## src/rtl/rau_pkg.sv

```systemverilog
// ----------------------------------------------------------------------------
// Rational arithmetic unit package
// Shared types and constants for the rational arithmetic unit.
// ----------------------------------------------------------------------------
package rau_pkg;

    localparam int WIDE_W = 64;

    typedef enum logic [1:0] {
        CMD_ADD = 2'd0,
        CMD_SUB = 2'd1,
        CMD_MUL = 2'd2,
        CMD_DIV = 2'd3
    } cmd_t;

    typedef enum logic [1:0] {
        ST_OK       = 2'd0,
        ST_ZERO_DEN = 2'd1,
        ST_RANGE    = 2'd2
    } status_t;

    typedef enum logic [4:0] {
        S_IDLE,
        S_CHECK,
        S_G1_START,
        S_G1_WAIT,
        S_Q1_START,
        S_Q1_WAIT,
        S_MUL1,
        S_MUL2,
        S_MUL3,
        S_SUM,
        S_G2_START,
        S_G2_WAIT,
        S_QN_START,
        S_QN_WAIT,
        S_QD_START,
        S_QD_WAIT,
        S_FIX,
        S_RND_START,
        S_RND_WAIT,
        S_DONE
    } state_t;

    // Request to the shared divider.
    typedef struct packed {
        logic              start;
        logic [WIDE_W-1:0] dividend;
        logic [WIDE_W-1:0] divisor;
    } div_req_t;

    typedef struct packed {
        logic              done;
        logic [WIDE_W-1:0] quot;
        logic [WIDE_W-1:0] rem;
    } div_rsp_t;

endpackage

```

## src/rtl/rau_divider.sv

```systemverilog
// ----------------------------------------------------------------------------
// Rational arithmetic unit divider
// Unsigned 64-bit restoring divider, one quotient bit per cycle.
// ----------------------------------------------------------------------------
module rau_divider
(
    input  logic              clk,
    input  logic              rst_n,
    input  rau_pkg::div_req_t req,
    output rau_pkg::div_rsp_t rsp
);
    import rau_pkg::*;

    logic [WIDE_W-1:0] quot_reg, quot_next;
    logic [WIDE_W-1:0] rem_reg, rem_next;
    logic [WIDE_W-1:0] dvs_reg, dvs_next;
    logic [6:0]        cnt_reg, cnt_next;
    logic              busy_reg, busy_next;
    logic              done_reg, done_next;
    logic [WIDE_W:0]   trial;
    logic [WIDE_W:0]   diff;

    always_comb
    begin
        trial      = {rem_reg, quot_reg[WIDE_W-1]};
        diff       = trial - {1'b0, dvs_reg};
        quot_next  = quot_reg;
        rem_next   = rem_reg;
        dvs_next   = dvs_reg;
        cnt_next   = cnt_reg;
        busy_next  = busy_reg;
        done_next  = 1'b0;
        if (req.start)
        begin
            quot_next = req.dividend;
            rem_next  = '0;
            dvs_next  = req.divisor;
            cnt_next  = 7'(WIDE_W);
            busy_next = 1'b1;
        end
        else if (busy_reg)
        begin
            if (!diff[WIDE_W])
            begin
                rem_next  = diff[WIDE_W-1:0];
                quot_next = {quot_reg[WIDE_W-2:0], 1'b1};
            end
            else
            begin
                rem_next  = trial[WIDE_W-1:0];
                quot_next = {quot_reg[WIDE_W-2:0], 1'b0};
            end
            cnt_next = cnt_reg - 7'd1;
            if (cnt_reg == 7'd1)
            begin
                busy_next = 1'b0;
                done_next = 1'b1;
            end
        end
    end

    always_ff @(posedge clk or negedge rst_n)
    begin
        if (!rst_n)
        begin
            busy_reg <= 1'b0;
            done_reg <= 1'b0;
            cnt_reg  <= '0;
        end
        else
        begin
            busy_reg <= busy_next;
            done_reg <= done_next;
            cnt_reg  <= cnt_next;
        end
    end

    always_ff @(posedge clk)
    begin
        quot_reg <= quot_next;
        rem_reg  <= rem_next;
        dvs_reg  <= dvs_next;
    end

    assign rsp.done = done_reg;
    assign rsp.quot = quot_reg;
    assign rsp.rem  = rem_reg;

endmodule

```

## config.mk

```make
export PLATFORM = sky130hd
export DESIGN_NAME = rau_divider
export DESIGN_NICKNAME = d
export VERILOG_FILES = /design/src/rtl/rau_pkg.sv /design/src/rtl/rau_divider.sv
export SDC_FILE = /design/constraint.sdc
export NUM_CORES = 1
export LEC_CHECK = 0
export BUFFER_PORTS_ARGS = -buffer_cell sky130_fd_sc_hd__buf_2
export CORE_MARGIN = 4
export CORE_UTILIZATION = 35
export CTS_CLUSTER_SIZE = 20
export DETAILED_ROUTE_END_ITERATION = 10
export GPL_TIMING_DRIVEN = 0
export SETUP_SLACK_MARGIN = 0.5
export SLEW_MARGIN = 25
export SYNTH_ARGS = -nofsm -noshare
export SYNTH_HDL_FRONTEND = slang
export SYNTH_SLANG_ARGS = --single-unit
```

## constraint.sdc

```tcl
create_clock -name clk -period 5.7 [get_ports clk]
set_clock_uncertainty 0.15 [all_clocks]
set_input_delay 0.57 -clock clk [delete_from_list [all_inputs] [get_ports clk]]
set_output_delay 0.57 -clock clk [all_outputs]
set_load 0.05 [all_outputs]
```

After elaboration in Yosys (flattened, before gate mapping):

Cells that the tools add are included.
W data, S select, Z words.

* add/sub/neg operators: 2
* eq/ne operators: 1
* mux-type cells: 12
* reductions and logical operators: 1

Operators by type and width (count)
* $mux W64: 3
* $sub A65 B64 Y65: 1
* $mux W7: 2
* $eq A7 B1 Y1 const B: 1
* $mux W1: 7
* $sub A7 B1 Y7 const B: 1
* $reduce_bool A2 Y1: 1

* flip-flop bits (word level): 201
* input port bits: 131
* logic and storage cells: 22

Logic depth before layout (Yosys ltp):

Gate-level depths: netlist of run 1.

* word-level depth: 4
* gate-level depth with buffers: 16

Worst setup path before layout of run 1:

No wires, ideal clock.

* path type: reg2reg
* from: reg quot_reg[63]
* to: reg rem_reg[25]
* data arrival time: 3.704 ns
* data required time: 5.424 ns
* setup slack: 1.720 ns
* stages on the path, launching flop included: 17
* path buffers: 3
* path through: edfxtp_1 -> inv_1 -> ha_1 -> fa_1 -> nand2b_1 -> a21oi_2 -> o2111ai_2 -> a2111oi_4 -> o21ai_4 -> a2111oi_4 -> or3_1 -> buf_4 -> nand2_1 -> buf_2 -> buf_2 -> a41oi_1 -> o21ai_0

* word-level cells in the longest chain between the ends: 2

Ends and longest elaborated chain
* from (decl): line rau_divider.sv:14 `logic [WIDE_W-1:0] quot_reg, quot_next;`
* from (signal assigned): line rau_divider.sv:80 `quot_reg <= quot_next;`
* $sub A65 B64 Y65: line rau_divider.sv:26 `diff = trial - {1'b0, dvs_reg};`
* $mux W64: line rau_divider.sv:43 `if (!diff[WIDE_W])`
* to (signal assigned): line rau_divider.sv:81 `rem_reg <= rem_next;`
* to (decl): line rau_divider.sv:15 `logic [WIDE_W-1:0] rem_reg, rem_next;`

Every way passes these cells.
A chain may end at the register's enable or synchronous reset.

Final worst setup path of run 1:

* from: reg quot_reg[63]
* to: reg rem_reg[53]

Same word-level chain as after synthesis.

==> PnR_summary.wiki, run 1 <==
{| class="wikitable"
! Metric !! Value
|-
| Total congestion overflow after global routing || 0
|-
| Clk_lat worst skew || 0.54 ns
|-
| Max Transition Viols Final || 0
|-
| Setup WS pre-CTS || ~1.1 ns
|-
| Initial DRT Pass Iterations || 5
|-
| Async set-reset flop share out of synthesis || 0.0448
|-
| Worst Setup Slack, final || 1.03 ns
|-
| Synthesized netlist net count || around 1,500
|-
| Number of port buffers || between 200 and 300
|-
| Gate power share || 0.544
|-
| Class of the tightest hold or removal check || input pin to flop
|-
| Timing-limited maximum frequency || 0.214 GHz
|-
| Max rail drop VDD || approximately 0.25 mV
|-
| Combined area of all synthesized cells || 12,100 µm²
|-
| Setup_tns || 0 ns
|-
| TritonCTS clock tree || yes
|-
| Share of the synthesized area in the top cell type || 0.319
|-
| Number of resized instances in the post-cts repair step || 0
|-
| Share of post-route cells with drive strength above 1 || 0.247
|-
| Startpoint types || flop
|-
| Number of sinks handled by clock tree synthesis || between 200 and 250
|-
| Final period utilization || 0.820
|-
| Remaining number of nets flagged by the antenna check after routing || 0
|-
| Overall power of the completed layout || roughly 8.3 mW
|-
| Number of placed I/O pins || 260
|-
| Via count of the first global-routing pass || 10,900
|-
| Standard-cell rows || 67
|-
| Internal power of the cells || roughly 4.2 mW
|-
| Number of antenna violations at the first check in global routing || 10
|-
| Number of remaining DRC errors || 0
|-
| Cell family with the largest share of critical-path delay || compound AO/OA/AOI/OAI gates
|-
| Register clock-pin slew on the reported worst setup and hold paths || 0.06 ns
|-
| Filler Cells Inserted || 3,332
|-
| Cts-stage hold buffer count || 1
|-
| Count of mapped cells out of synthesis || 1,269
|-
| Largest net degree at the start of global routing || 40
|-
| Number of flops mapped to enable cells by yosys || 128
|-
| Required time of the critical path || 5.99 ns
|-
| Result of the run || completed
|-
| Worst-path cell chain || inv_1, ha_1, fa_1, nand2b_1, a21oi_2, o2111ai_2, a2111oi_4, o21ai_4, a2111oi_4, o21ai_1, nand2_1, buf_2, buf_2, nand2_1, a311oi_1
|-
| Highest-count cells in the layout ignoring fill and taps || sky130_fd_sc_hd__buf_2 (264), sky130_fd_sc_hd__nand2_1 (155), sky130_fd_sc_hd__edfxtp_1 (128), sky130_fd_sc_hd__nor2_1 (121), sky130_fd_sc_hd__a21oi_1 (93)
|-
| Number of design-rule violations left by the first detailed-router iteration || 900
|-
| Post-CTS Setup Bufs || 0
|-
| Avg Synthesized Cell Area || 9.50 µm²
|-
| Actual transition at the worst max-transition pin || 0.877 ns
|-
| Per-cell via count in the routed design || 5.33
|-
| Setup Crit Path Kind || flop to flop
|-
| Horiz. Die Dim || 194 µm
|-
| Total of flip-flops plus latches after synthesis || 201
|-
| Routed vias || 10,800
|-
| Nature of the critical path endpoint || flop
|-
| Share of power burned in the clock network || 0.186
|-
| RSZ-0062 raised after global routing || no
|-
| Power density over the cells || 559 nW/µm²
|-
| First-pass GRT wire length || slightly above 60,000 µm
|-
| Top_reg_cell synth || sky130_fd_sc_hd__edfxtp_1
|-
| Most common cell after layout, fill and taps aside || sky130_fd_sc_hd__buf_2
|-
| Routed wire length || slightly below 40,000 µm
|-
| Die outline height || 194 µm
|-
| Max clock buf depth || 3
|-
| Cell types occupying the most area after synthesis || sky130_fd_sc_hd__edfxtp_1 (32%), sky130_fd_sc_hd__dfxtp_1 (11%), sky130_fd_sc_hd__ha_1 (6.8%), sky130_fd_sc_hd__mux2_2 (5.9%), sky130_fd_sc_hd__nand2_1 (4.8%)
|-
| Leakage power || 6.41 nW
|-
| Die area || between 30,000 and 40,000 µm²
|-
| Initial Util || 0.357
|-
| Post-synthesis cell type with the largest combined area || sky130_fd_sc_hd__edfxtp_1
|-
| Crit-path slowest cell || sky130_fd_sc_hd__a2111oi_4
|-
| Slew Limit Headroom || 0.415
|-
| P_sw || 4.03 mW
|-
| Routability cong. || 0.927
|-
| Hold violation count in the final report || 0
|-
| Fraction of the yosys area taken by sequential cells || 0.444
|-
| Worst slack on hold paths || 0.0493 ns
|-
| Setup Viol. Count Final || 0
|-
| Net Sw Frac || 0.488
|-
| Max-cap violations || 0
|-
| H-tree depth reported by CTS || 1
|-
| Largest stage delay on the critical path || 0.47 ns
|-
| Final routed wire length divided by cell count || 19.4 µm
|-
| Part of the power in registers || 0.270
|-
| Count of yosys warnings during synthesis || 0
|-
| GRT Util Overall || 0.201
|-
| Final critical delay including setup and external delays || roughly 4.7 ns
|-
| Non-Filler Cell Area, Final || between 10,000 and 15,000 µm²
|-
| Final HPWL from detailed placement || around 30,000 µm
|-
| Area added between synthesis and finish || 22.4%
|-
| Largest fanout of any net on the critical path || 10
|-
| Root Buffer || sky130_fd_sc_hd__clkbuf_16
|-
| Total number of nets in the final design || ~1,800
|-
| Post-placement cell area || 14,000 µm²
|-
| Placeable core region || 33,800 µm²
|-
| Arr. time, crit path || 4.96 ns
|-
| Cts bufs inserted || 25
|-
| Distinct cell type count after synthesis || 67
|-
| Total buffers and inverters traversed by the critical path || 3
|}
==> per-stage QoR <==
step / instances / util
global route: 2023 / 0.437
finish: 2027 / 0.437
detailed placement: 1978 / 0.413
floorplan: 1269 / -
CTS: 2023 / 0.437
global placement: 1976 / 0.412
==> routing by layer <==
metal | up-vias | routed length, µm | track usage
met5 | - | 76 | 0
met4 | 12 | 1500 | 0.0666
met3 | 94 | 3320 | 0.0620
met2 | 422 | 17900 | 0.330
met1 | 5071 | 16500 | 0.252
li1 | 5202 | - | -
==> power by group through the flow <==
stage	Sequential (mW)	Combinational, mW	Clock [mW]
2_1_floorplan	3.12	2.41	0
3_3_place_gp	2.24	4.44	0
3_5_place_dp	2.25	4.47	0
4_1_cts	2.23	4.49	1.58
5_1_grt	2.27	4.90	1.63
6_report	2.22	4.49	1.53
==> final cells by class <==
class                           count  area [µm²]  area share
Buffer                             70         323      0.0219
Tap cell                          448         561      0.0380
Sequential cell                   201        5350       0.362
Timing Repair Buffer              262        1350      0.0914
Antenna cell                        4        10.0    0.000678
Clock inverter                      9        77.6     0.00526
Clock buffer                       35         703      0.0476
Multi-Input combinational cell    907        6050       0.410
Inverter                           91         342      0.0231
==> worst paths after layout <==
path                                           from  cells after the start                  endpoint  slack, ns
hold reg to reg            rem_reg[26]$_SDFFE_PP0P_                      2  rem_reg[27]$_SDFFE_PP0P_       0.36
min in group asynchronous                     rst_n                      2    cnt_reg[6]$_DFFE_PN0P_       0.30
max in group asynchronous                     rst_n                      2    cnt_reg[0]$_DFFE_PN0P_       4.91
setup reg to reg             quot_reg[63]$_DFFE_PP_                     15  rem_reg[53]$_SDFFE_PP0P_       1.03
hold / removal                              req[63]                      1     dvs_reg[63]$_DFFE_PP_       0.05
setup / recovery             quot_reg[63]$_DFFE_PP_                     15  rem_reg[53]$_SDFFE_PP0P_       1.03
==> cell families after synthesis <==
group	after synthesis	synth area share
AND/OR/NAND/NOR	395	0.145
adder cells (fa/ha/maj)	67	0.0701
flip-flops	201	0.444
XOR/XNOR	56	0.0407
multiplexers	69	0.0638
AO/OA/AOI/OAI	320	0.182
buffers and inverters	161	0.0551
==> synth_stat cells, types with 15 or more instances <==
master / instances
sky130_fd_sc_hd__dfxtp_1: 64
sky130_fd_sc_hd__a311oi_1: 47
sky130_fd_sc_hd__a21o_1: 17
sky130_fd_sc_hd__a21oi_1: 93
sky130_fd_sc_hd__inv_1: 91
sky130_fd_sc_hd__o21bai_1: 15
sky130_fd_sc_hd__xor2_1: 23
sky130_fd_sc_hd__nand4_1: 21
sky130_fd_sc_hd__xnor2_1: 33
sky130_fd_sc_hd__nor3_1: 21
sky130_fd_sc_hd__edfxtp_1: 128
sky130_fd_sc_hd__nand2_1: 155
sky130_fd_sc_hd__clkbuf_1: 52
sky130_fd_sc_hd__ha_1: 66
sky130_fd_sc_hd__nand3_1: 19
sky130_fd_sc_hd__mux2_2: 63
sky130_fd_sc_hd__o21ai_0: 57
sky130_fd_sc_hd__nor2_1: 121
(Power assumes the default switching activity.)
==> run 2, diff against run 1 <==
--- a/config.mk
+++ b/config.mk
@@ -5,6 +5,7 @@
 export SDC_FILE = /design/constraint.sdc
 export NUM_CORES = 1
 export LEC_CHECK = 0
+export ABC_AREA = 1
 export BUFFER_PORTS_ARGS = -buffer_cell sky130_fd_sc_hd__buf_2
 export CORE_MARGIN = 4
 export CORE_UTILIZATION = 35
==> constraint.sdc (replaced) <==
create_clock -name clk -period 4.8 [get_ports clk]
set_clock_uncertainty 0.15 [all_clocks]
set_input_delay 0.48 -clock clk [delete_from_list [all_inputs] [get_ports clk]]
set_output_delay 0.48 -clock clk [all_outputs]
set_load 0.05 [all_outputs]
==> PnR_summary.wiki, run 2 <==
{| class="wikitable"
! Metric !! Value
|-
| RSZ-0062 raised after global routing || no
|-
| TritonCTS clock tree || yes
|-
| Number of design-rule violations left by the first detailed-router iteration || 696
|-
| Number of flops mapped to enable cells by yosys || 128
|-
| Net Sw Frac || 0.292
|-
| Combined area of all synthesized cells || 14,500 µm²
|-
| Number of placed I/O pins || 260
|-
| Required time of the critical path || 5.10 ns
|-
| Clk_lat worst skew || 0.57 ns
|-
| Total of flip-flops plus latches after synthesis || 201
|-
| Met2 usage || 0.368
|-
| Class of the tightest hold or removal check || input pin to flop
|-
| Initial Util || 0.354
|-
| Count of mapped cells out of synthesis || 2,291
|-
| Cell family with the largest share of critical-path delay || simple AND/OR/NAND/NOR gates
|-
| Initial DRT Pass Iterations || 5
|-
| Final critical delay including setup and external delays || 3.28 ns
|-
| Cell types with the highest counts after synthesis || sky130_fd_sc_hd__nand2_1 (1,070), sky130_fd_sc_hd__inv_1 (493), sky130_fd_sc_hd__nand3_1 (133)
|-
| Filler Cells Inserted || 4,435
|-
| Final period utilization || 0.683
|-
| Top_reg_cell synth || sky130_fd_sc_hd__edfxtp_1
|-
| Distinct cell type count after synthesis || 34
|-
| Max Transition Viols Final || 0
|-
| Most common cell type on the critical path || sky130_fd_sc_hd__nand2_2
|-
| Final HPWL from detailed placement || 41,300 µm
|-
| Routed vias || 14,300
|-
| Die outline height || 212 µm
|-
| Startpoint types || flop
|-
| Total congestion overflow after global routing || 0
|-
| Crit-path slowest cell || sky130_fd_sc_hd__fa_1
|-
| Max clock buf depth || 3
|-
| Hold violation count in the final report || 0
|-
| Number of antenna violations at the first check in global routing || 1
|-
| Number of sinks handled by clock tree synthesis || about 200
|-
| Register clock-pin slew on the reported worst setup and hold paths || 0.06 ns
|-
| Cts bufs inserted || 25
|-
| Synthesized netlist net count || 2,489
|-
| Timing-limited maximum frequency || slightly above 0.3 GHz
|-
| Arr. time, crit path || 3.58 ns
|-
| Largest fanout of any net on the critical path || 10
|-
| WHS Path Cells || 3
|-
| Async set-reset flop share out of synthesis || 0.0448
|-
| Number of port buffers || 259
|-
| Number of remaining DRC errors || 0
|-
| Setup Crit Path Kind || flop to flop
|-
| Max-cap violations || 0
|-
| Gate power share || 0.171
|-
| Root Buffer || sky130_fd_sc_hd__clkbuf_16
|-
| Horiz. Die Dim || 212 µm
|-
| Standard-cell rows || 74
|-
| Share of the synthesized area in the top cell type || 0.277
|-
| Cell types occupying the most area after synthesis || sky130_fd_sc_hd__nand2_1 (28%), sky130_fd_sc_hd__edfxtp_1 (27%), sky130_fd_sc_hd__inv_1 (13%), sky130_fd_sc_hd__dfxtp_1 (8.8%), sky130_fd_sc_hd__ha_1 (5.7%)
|-
| Number of resized instances in the post-cts repair step || 0
|-
| Post-synthesis cell type with the largest combined area || sky130_fd_sc_hd__nand2_1
|-
| Total number of nets in the final design || 2,842
|-
| Highest-count cells in the layout ignoring fill and taps || sky130_fd_sc_hd__nand2_1 (1,070), sky130_fd_sc_hd__inv_1 (492), sky130_fd_sc_hd__buf_2 (262), sky130_fd_sc_hd__nand3_1 (133), sky130_fd_sc_hd__edfxtp_1 (128)
|-
| Internal power of the cells || 3.40 mW
|-
| Placeable core region || 40,900 µm²
|-
| Power density over the cells || between 200 and 300 nW/µm²
|-
| Avg Synthesized Cell Area || 6.33 µm²
|-
| Share of power burned in the clock network || 0.407
|-
| Final routed wire length divided by cell count || approximately 16 µm
|-
| GR Layer Usage met1 || 0.293
|-
| Worst-path cell chain || inv_1, ha_1, fa_1, inv_1, nand2_1, nand2_1, nand3_1, nand2_2, nand2_1, nand2_2, nand2_2, nand2_2, nand2_2, nand2_2, nand2_4, nand2_4, buf_6, buf_6, nand2_1, nand3_1, nand2_1
|-
| Largest net degree at the start of global routing || 47
|-
| Result of the run || completed
|-
| Worst-case reg-to-reg path depth || 21
|-
| Setup Viol. Count Final || 0
|-
| Most common cell after layout, fill and taps aside || sky130_fd_sc_hd__nand2_1
|-
| Slew Limit Headroom || 0.624
|-
| Area added between synthesis and finish || 24.3%
|-
| Per-cell via count in the routed design || 4.49
|-
| Setup WS pre-CTS || around 1.5 ns
|-
| Leakage power || 10.5 nW
|-
| ANT cells || 0
|-
| Routed wire length || 49,800 µm
|-
| Fraction of the yosys area taken by sequential cells || 0.369
|-
| Largest stage delay on the critical path || 0.42 ns
|-
| Final core occ || 0.441
|-
| Count of yosys warnings during synthesis || 0
|-
| Actual transition at the worst max-transition pin || 0.564 ns
|-
| Part of the power in registers || 0.423
|-
| GRT Util Overall || 0.219
|-
| Share of post-route cells with drive strength above 1 || 0.135
|-
| Global Route met3 Usage || 0.0425
|-
| Via count of the first global-routing pass || 14,100
|-
| Most frequently used cell type in the post-synthesis netlist || sky130_fd_sc_hd__nand2_1
|-
| Path length in cells of the critical path || 21
|-
| Most heavily used metal layer in global routing || met2
|-
| P_sw || 1.40 mW
|-
| H-tree depth reported by CTS || 1
|-
| Remaining number of nets flagged by the antenna check after routing || 0
|-
| Total buffers and inverters traversed by the critical path || 4
|-
| Routability cong. || 0.923
|-
| Nature of the critical path endpoint || flop
|-
| First-pass GRT wire length || 77,500 µm
|-
| Die area || roughly 45,000 µm²
|-
| Worst Setup Slack, final || 1.52 ns
|-
| Max rail drop VDD || between 0.2 and 0.3 mV
|}
## run 2: changes by cell type after synthesis, moves of 17 or more
cell                       previous run  this run
sky130_fd_sc_hd__a21oi_1             93        53
sky130_fd_sc_hd__inv_1               91       493
sky130_fd_sc_hd__nand2_1            155      1070
sky130_fd_sc_hd__a311oi_1            47         0
sky130_fd_sc_hd__mux2_2              63         0
sky130_fd_sc_hd__clkbuf_1            52        23
sky130_fd_sc_hd__nand3_1             19       133
sky130_fd_sc_hd__o21ai_0             57        19
sky130_fd_sc_hd__nand2_2              0        21
sky130_fd_sc_hd__xor2_1              23         5
sky130_fd_sc_hd__a21o_1              17         0
## run 2: power groups by stage
stage / sequential (mW) / clock [mW] / combinational (mW)
after floorplan: 2.27 / 0 / 0.323
after global placement: 2.06 / 0 / 0.771
after detailed placement: 2.06 / 0 / 0.785
after CTS: 2.03 / 2.02 / 0.827
after global routing: 2.04 / 2.08 / 0.904
final: 2.03 / 1.95 / 0.821
## run 2: path summary, 6_finish.rpt
path | startpoint | to | slack (ns)
min reg2reg | rem_reg[29]$_SDFFE_PP0P_ | rem_reg[29]$_SDFFE_PP0P_ | 0.33
min in group asynchronous | rst_n | cnt_reg[3]$_DFFE_PN0P_ | 0.20
max | quot_reg[63]$_DFFE_PP_ | rem_reg[56]$_SDFFE_PP0P_ | 1.52
max in group asynchronous | rst_n | cnt_reg[6]$_DFFE_PN0P_ | 4.10
min | req[100] | quot_reg[36]$_DFFE_PP_ | 0.04
max reg2reg | quot_reg[63]$_DFFE_PP_ | rem_reg[56]$_SDFFE_PP0P_ | 1.52
## run 2: layer usage
| layer | vias to the layer above | part of all wire |
|---|---|---|
| li1 | 7568 | - |
| met1 | 6346 | 0.46 |
| met2 | 365 | 0.45 |
| met3 | 59 | 0.064 |
| met4 | 0 | 0.024 |
| met5 | - | 0 |
## run 2: cells by family after synthesis
kind of cell | synth area share
AND/OR/NAND/NOR | 0.380
buffers and inverters | 0.147
flip-flops | 0.369
AO/OA/AOI/OAI | 0.0270
adder cells (fa/ha/maj) | 0.0583
XOR/XNOR | 0.0187
## run 2: stage by stage
step                cells  cell area [µm²]  hold slack [ns]  total power, mW  setup TNS, ns
global placement     3082            16500            0.193             2.84         -24.85
finish               3195            18000           0.0394             4.81              0
global route         3195            18000           0.0214             5.03              0
CTS                  3195            18000           0.0130             4.88              0
floorplan            2291            14500           0.0344             2.59              0
detailed placement   3084            16500            0.198             2.85              0
## run 2: timing repair
item	in CTS	in global routing
hold buffers	65	0
hold endpoints to repair	73	0
setup buffers	0	0
## run 2: tightest hold or removal path: cells and delay by family
kind	cells	cell delay, ns
buffers and inverters	1	0.07
AND/OR/NAND/NOR	2	0.09
## run 2: cell type report
type,count,area (µm²),area share
Sequential cell,201,5350,0.297
Tap cell,532,666,0.0369
Clock buffer,37,742,0.0412
Inverter,498,1870,0.104
Buffer,43,263,0.0146
Clock inverter,9,115,0.00638
Multi-Input combinational cell,1549,7020,0.390
Timing Repair Buffer,326,2000,0.111
